===== config.mk =====
export PLATFORM = sky130hd
export DESIGN_NAME = lssp_series_term
export DESIGN_NICKNAME = d
export VERILOG_FILES = /design/src/rtl/lssp_pkg.sv /design/src/rtl/lssp_series_term.sv
export SDC_FILE = /design/constraint.sdc
export NUM_CORES = 2
export LEC_CHECK = 0
export BUFFER_PORTS_ARGS = -buffer_cell sky130_fd_sc_hd__buf_4
export CAP_MARGIN = 20
export CORE_MARGIN = 2
export CORE_UTILIZATION = 45
export DETAILED_ROUTE_END_ITERATION = 10
export PLACE_DENSITY = 0.62
export SYNTH_ARGS = -nofsm -noshare
export SYNTH_HDL_FRONTEND = slang
export SYNTH_SLANG_ARGS = --single-unit

===== constraint.sdc =====
create_clock -name clk -period 10.4 [get_ports clk]
set_input_delay 1.04 -clock clk [delete_from_list [all_inputs] [get_ports clk]]
set_output_delay 1.04 -clock clk [all_outputs]
set_load 0.05 [all_outputs]

===== src/rtl/lssp_pkg.sv =====
package lssp_pkg;

  // Widths shared by the series stages
  localparam int TERM_W = 33;
  localparam int OPND_W = 31;
  localparam int ACC_W  = 34;
  localparam int FRAC   = 30;

  // Series lengths
  localparam int COS_TERMS = 10;
  localparam int SIN_TERMS = 10;
  localparam int EXP_TERMS = 12;

  // Register reset values
  localparam logic [19:0] GROWTH_RESET = 20'd65536;
  localparam logic [23:0] HEIGHT_RESET = 24'd65536;

  // Fixed-point constants
  localparam logic [24:0] LOG2E_Q24   = 25'd24204407;
  localparam logic [29:0] LN2_Q30     = 30'd744261118;
  localparam logic [32:0] HALF_PI_Q32 = 33'd6746518852;
  localparam logic [34:0] TWO_PI_Q32  = 35'd26986075408;
  // 21 full turns, makes any u*2^16 nonnegative
  localparam logic [40:0] TURN_OFFSET = 41'd566707583568;
  localparam logic [TERM_W-1:0] Q30_ONE = 33'd1073741824;

  typedef enum logic [0:0] {
    REG_GROWTH = 1'b0,
    REG_HEIGHT = 1'b1
  } cfg_reg_t;

  typedef enum logic [1:0] {
    QUAD_0 = 2'd0,
    QUAD_1 = 2'd1,
    QUAD_2 = 2'd2,
    QUAD_3 = 2'd3
  } quad_t;

  typedef struct packed {
    logic signed [23:0] angle_u;
    logic        [16:0] height_v;
  } item_t;

  typedef struct packed {
    logic signed [47:0] x_out;
    logic signed [23:0] y_out;
    logic signed [47:0] z_out;
    logic               overflow;
  } result_t;

endpackage


===== src/rtl/lssp_series_term.sv =====
module lssp_series_term
  import lssp_pkg::*;
#(
  parameter int DIV  = 1,
  parameter bit NEG  = 1'b0,
  parameter int NMUL = 1
) (
  input  logic                     clk,
  input  logic                     en,
  input  logic [TERM_W-1:0]        term_in,
  input  logic [OPND_W-1:0]        opnd_in,
  input  logic signed [ACC_W-1:0]  acc_in,
  output logic [TERM_W-1:0]        term_out,
  output logic [OPND_W-1:0]        opnd_out,
  output logic signed [ACC_W-1:0]  acc_out
);

  localparam int PW = TERM_W + OPND_W;
  localparam int RW = TERM_W + 1;
  localparam int QW = TERM_W + RW;
  localparam int BW = 2 * TERM_W;
  localparam logic [RW-1:0]     RECIP   = RW'((64'd1 << TERM_W) / DIV);
  localparam logic [TERM_W-1:0] DIVISOR = TERM_W'(DIV);

  logic [TERM_W-1:0]       mul_a   [NMUL];
  logic [TERM_W-1:0]       mul_q   [NMUL];
  logic [OPND_W-1:0]       op_a    [NMUL];
  logic [OPND_W-1:0]       op_q    [NMUL];
  logic signed [ACC_W-1:0] acc_a   [NMUL];
  logic signed [ACC_W-1:0] acc_q   [NMUL];
  logic [PW-1:0]           full    [NMUL];

  logic [QW-1:0]           recip_full;
  logic [TERM_W-1:0]       div_p;
  logic [TERM_W-1:0]       div_q0;
  logic [OPND_W-1:0]       div_op;
  logic signed [ACC_W-1:0] div_acc;
  logic [BW-1:0]           back_full;
  logic [TERM_W-1:0]       rem;
  logic [TERM_W-1:0]       quo;

  // Chain the multiply stages: term = term * x >> 30
  always_comb begin
    mul_a[0] = term_in;
    op_a[0]  = opnd_in;
    acc_a[0] = acc_in;
    for (int k = 1; k < NMUL; k++) begin
      mul_a[k] = mul_q[k-1];
      op_a[k]  = op_q[k-1];
      acc_a[k] = acc_q[k-1];
    end
    for (int k = 0; k < NMUL; k++) begin
      full[k] = PW'(mul_a[k]) * PW'(op_a[k]);
    end
  end

  always_ff @(posedge clk) begin
    if (en) begin
      for (int k = 0; k < NMUL; k++) begin
        mul_q[k] <= full[k][FRAC +: TERM_W];
        op_q[k]  <= op_a[k];
        acc_q[k] <= acc_a[k];
      end
    end
  end

  // Estimate the quotient by reciprocal, low by at most one
  assign recip_full = QW'(mul_q[NMUL-1]) * QW'(RECIP);

  always_ff @(posedge clk) begin
    if (en) begin
      div_p   <= mul_q[NMUL-1];
      div_q0  <= recip_full[TERM_W +: TERM_W];
      div_op  <= op_q[NMUL-1];
      div_acc <= acc_q[NMUL-1];
    end
  end

  // Correct the quotient and fold the term into the sum
  assign back_full = BW'(div_q0) * BW'(DIVISOR);
  assign rem       = div_p - back_full[TERM_W-1:0];
  assign quo       = div_q0 + TERM_W'(rem >= DIVISOR);

  always_ff @(posedge clk) begin
    if (en) begin
      term_out <= quo;
      opnd_out <= div_op;
      if (NEG) begin
        acc_out <= div_acc - $signed({1'b0, quo});
      end else begin
        acc_out <= div_acc + $signed({1'b0, quo});
      end
    end
  end

endmodule


==> flow_summary.ini <==
[grt]
grt_antenna_before_repair = 4
grt_util_all_layers = 0.2379
grt_max_degree = 131
grt_pass1_wl_mm = 176.8
grt_pass1_vias = 30120
grt_overflow = 0

[floorplanning]
die_w_um = 310.7
fp.dieH_um = 310.7
fp-row-count = 112
start_util = 0.4536
ios = 198
die_area_mm2 = 0.09654
core_mm2 = 0.09333

[sta]
fmax_mhz = 117.6
slew_violations = 0
finalSetupViolCount = 0
hold_violations = 0
skew_ns = 0.03212
rsz0062_at_grt = false
fin_setup_tns_ns = 0
worst_pin_slew_ns = 0.9736
relSlewSlack = 0.3509
setup_slack_ns = 1.898
min_period_ns = 8.502
fin_crit_sh = 0.8175

[worst_setup_path]
cp-start-kind = input port
required_ns = 10.72
crit_type = in2reg
critPathArrivalTime_ns = 8.82
r2r-start = div_q0[0]
cp-end-kind = flip-flop
worst-r2r-setup-slack_ns = 7.11
crit_fanout = 34
rr_worst_depth = 13
r2r-end = acc_out[32]

[cells_and_area]
n_fill_cell = 8651
fin_nets = 5360
stdcell_count = 5362
drive_above_1_share = 0.06258
final_util = 0.4887
area_growth_pct = 7.732

[routing]
routed_via_density = 5.257
final_antenna_net_count = 0
drt_first_iter_violations = 2121
wire_per_inst_um = 21.00
dr_total_vias = 28190
firstDrtPassIters = 5
drc = 0
detail_route.wirelength_mm = 112.6

[yosys]
yosysSeqAreaShare = 0.2085
synth_compound_area_frac = 0.03878
netlist_instances = 4059
netlist_area_mm2 = 0.04233
ys_ff_latch = 294
synth_top_family_by_area = adder cells
synth-xor-area-share = 0.01448
ys.flop_type = edfxtp_1
synth_fa_ha_area_frac = 0.5058
synth.most_common_cell = fa_1
yosys_warnings = 0
syn_nets = 5334
ys_async_sr_fraction = 0
synth.area.mux_share = 0
avgSynthCellArea_um2 = 10.43
yosysTopAreaCell = fa_1
netlist.area_leader.share = 0.4228
synth_edf_count = 294
synth-simple-area-share = 0.1370
yosys.cell_types.count = 63
ys_top_cells_by_count = fa_1, inv_1, nand2_1
synth_area_leaders = fa_1, edfxtp_1, ha_1

[placement]
dp_hpwl_mm = 81.52
gp_congestion = 0.8735
preCtsSetupSlack_ns = 1.406
dp.cells = 5308
numPortBuffers = 197

[clock_network]
cts_tree = yes
cts_buffers = 28
htree_levels = 1
clk_latency_ns = 0.59
clock_path_buffers = 3
cts_resized = 0
clkTransAtPathRegs_ns = 0.06
root_buffer = clkbuf_16
cts_hold_buf = 0
cts_num_sinks = 294
post_cts_buffers = 0

[worst_hold_path]
worstHoldPathType = reg2reg
min_path_cells = 0
hold_end = div_op[5]
holdCritStartpoint = op_q[0][5]

[flow_run]
cap_violations = 0

[status]
status = finished, final reports clean
[per-layer routing]
| layer | routed length [um] | vias to the layer above | GRT usage |
|---|---|---|---|
| li1 | - | 12210 | - |
| met1 | 48730 | 14670 | 0.3419 |
| met2 | 51750 | 1114 | 0.3789 |
| met3 | 9185 | 197 | 0.03866 |
| met4 | 2943 | 2 | 0.05797 |
| met5 | 12 | - | 0 |
[worst max path at each step]
stage,start,end,depth (start not counted)
6_report,opnd_in[10],mul_q[0][29],25
5_1_grt,opnd_in[13],mul_q[0][29],25
4_1_cts,opnd_in[10],mul_q[0][29],25
3_5_place_dp,opnd_in[10],mul_q[0][29],25
3_3_place_gp,opnd_in[13],mul_q[0][29],25
2_1_floorplan,term_in[25],mul_q[0][29],25
[layout make-up]
| class | instances | area [um^2] | share of cell area |
|---|---|---|---|
| multi-input combinational | 2692 | 29470 | 0.6461 |
| sequential | 294 | 8828 | 0.1936 |
| clock buffer | 33 | 719.4 | 0.01578 |
| clock inverter | 19 | 216.5 | 0.004746 |
| antenna | 1 | 2.502 | 0.00005487 |
| tap | 1254 | 1569 | 0.03440 |
| inverter | 866 | 3251 | 0.07128 |
| timing repair buffer | 203 | 1551 | 0.03402 |
[state kept, by name (all words and copies together), names as in the netlist]
| signal | count |
|---|---|
| div_acc | 34 |
| mul_q | 33 |
| op_q | 31 |
| acc_q | 34 |
| term_out | 33 |
| div_op | 31 |
| opnd_out | 31 |
| acc_out | 34 |
| div_q0 | 33 |
[cells by family (layout without fill, tap and decap cells)]
kind of cell	count (synthesis)	count (layout)
other cells	0	1
compound gates	247	247
fa+ha+maj	1175	1175
xor+xnor	70	70
flops	294	294
simple gates	1200	1200
buf+inv	1073	1121
[per-stage QoR]
stage	hold WS (ns)	instance area, um^2
2_1_floorplan	0.4003	42330
3_3_place_gp	0.4002	44640
3_5_place_dp	0.4045	44640
4_1_cts	0.4143	45580
5_1_grt	0.4206	45600
6_report	0.4141	45610
[critical path, stage by stage]
cell	delay, ns
buf_4	0.47
nand2_1	0.16
fa_1	0.52
fa_1	0.49
inv_1	0.06
fa_1	0.53
inv_1	0.05
fa_1	0.50
inv_1	0.05
fa_1	0.60
fa_1	0.45
fa_1	0.48
ha_1	0.34
ha_1	0.38
a21oi_1	0.25
o21ai_0	0.14
a21oi_1	0.44
o2111ai_1	0.19
nor3_1	0.43
buf_4	0.24
o31ai_2	0.08
a21boi_1	0.29
nor4_1	0.09
or3_1	0.37
xor2_1	0.15
[layout by cell type, fill, tap and decap left out, types with 7 or more instances in the layout]
| master | synthesis | routed |
|---|---|---|
| edfxtp_1 | 294 | 294 |
| nand3_1 | 12 | 12 |
| nand2_1 | 639 | 639 |
| and2_1 | 441 | 441 |
| a21oi_1 | 77 | 77 |
| nand4_1 | 17 | 17 |
| o21ai_0 | 34 | 34 |
| a211oi_1 | 10 | 10 |
| inv_1 | 866 | 866 |
| o21bai_1 | 12 | 12 |
| buf_4 | 1 | 201 |
| nor3_1 | 7 | 7 |
| ha_1 | 281 | 281 |
| o21a_1 | 11 | 11 |
| nor2b_1 | 9 | 9 |
| xnor2_1 | 48 | 48 |
| nor2_1 | 43 | 43 |
| xor2_1 | 22 | 22 |
| and3_1 | 8 | 8 |
| a31oi_1 | 10 | 10 |
| fa_1 | 894 | 894 |
| clkbuf_16 | 0 | 28 |
| a21o_1 | 46 | 46 |
Power is left out: the tool's default activity adds up to more than one toggle a clock period on the data nets, which glitch-free logic cannot reach.
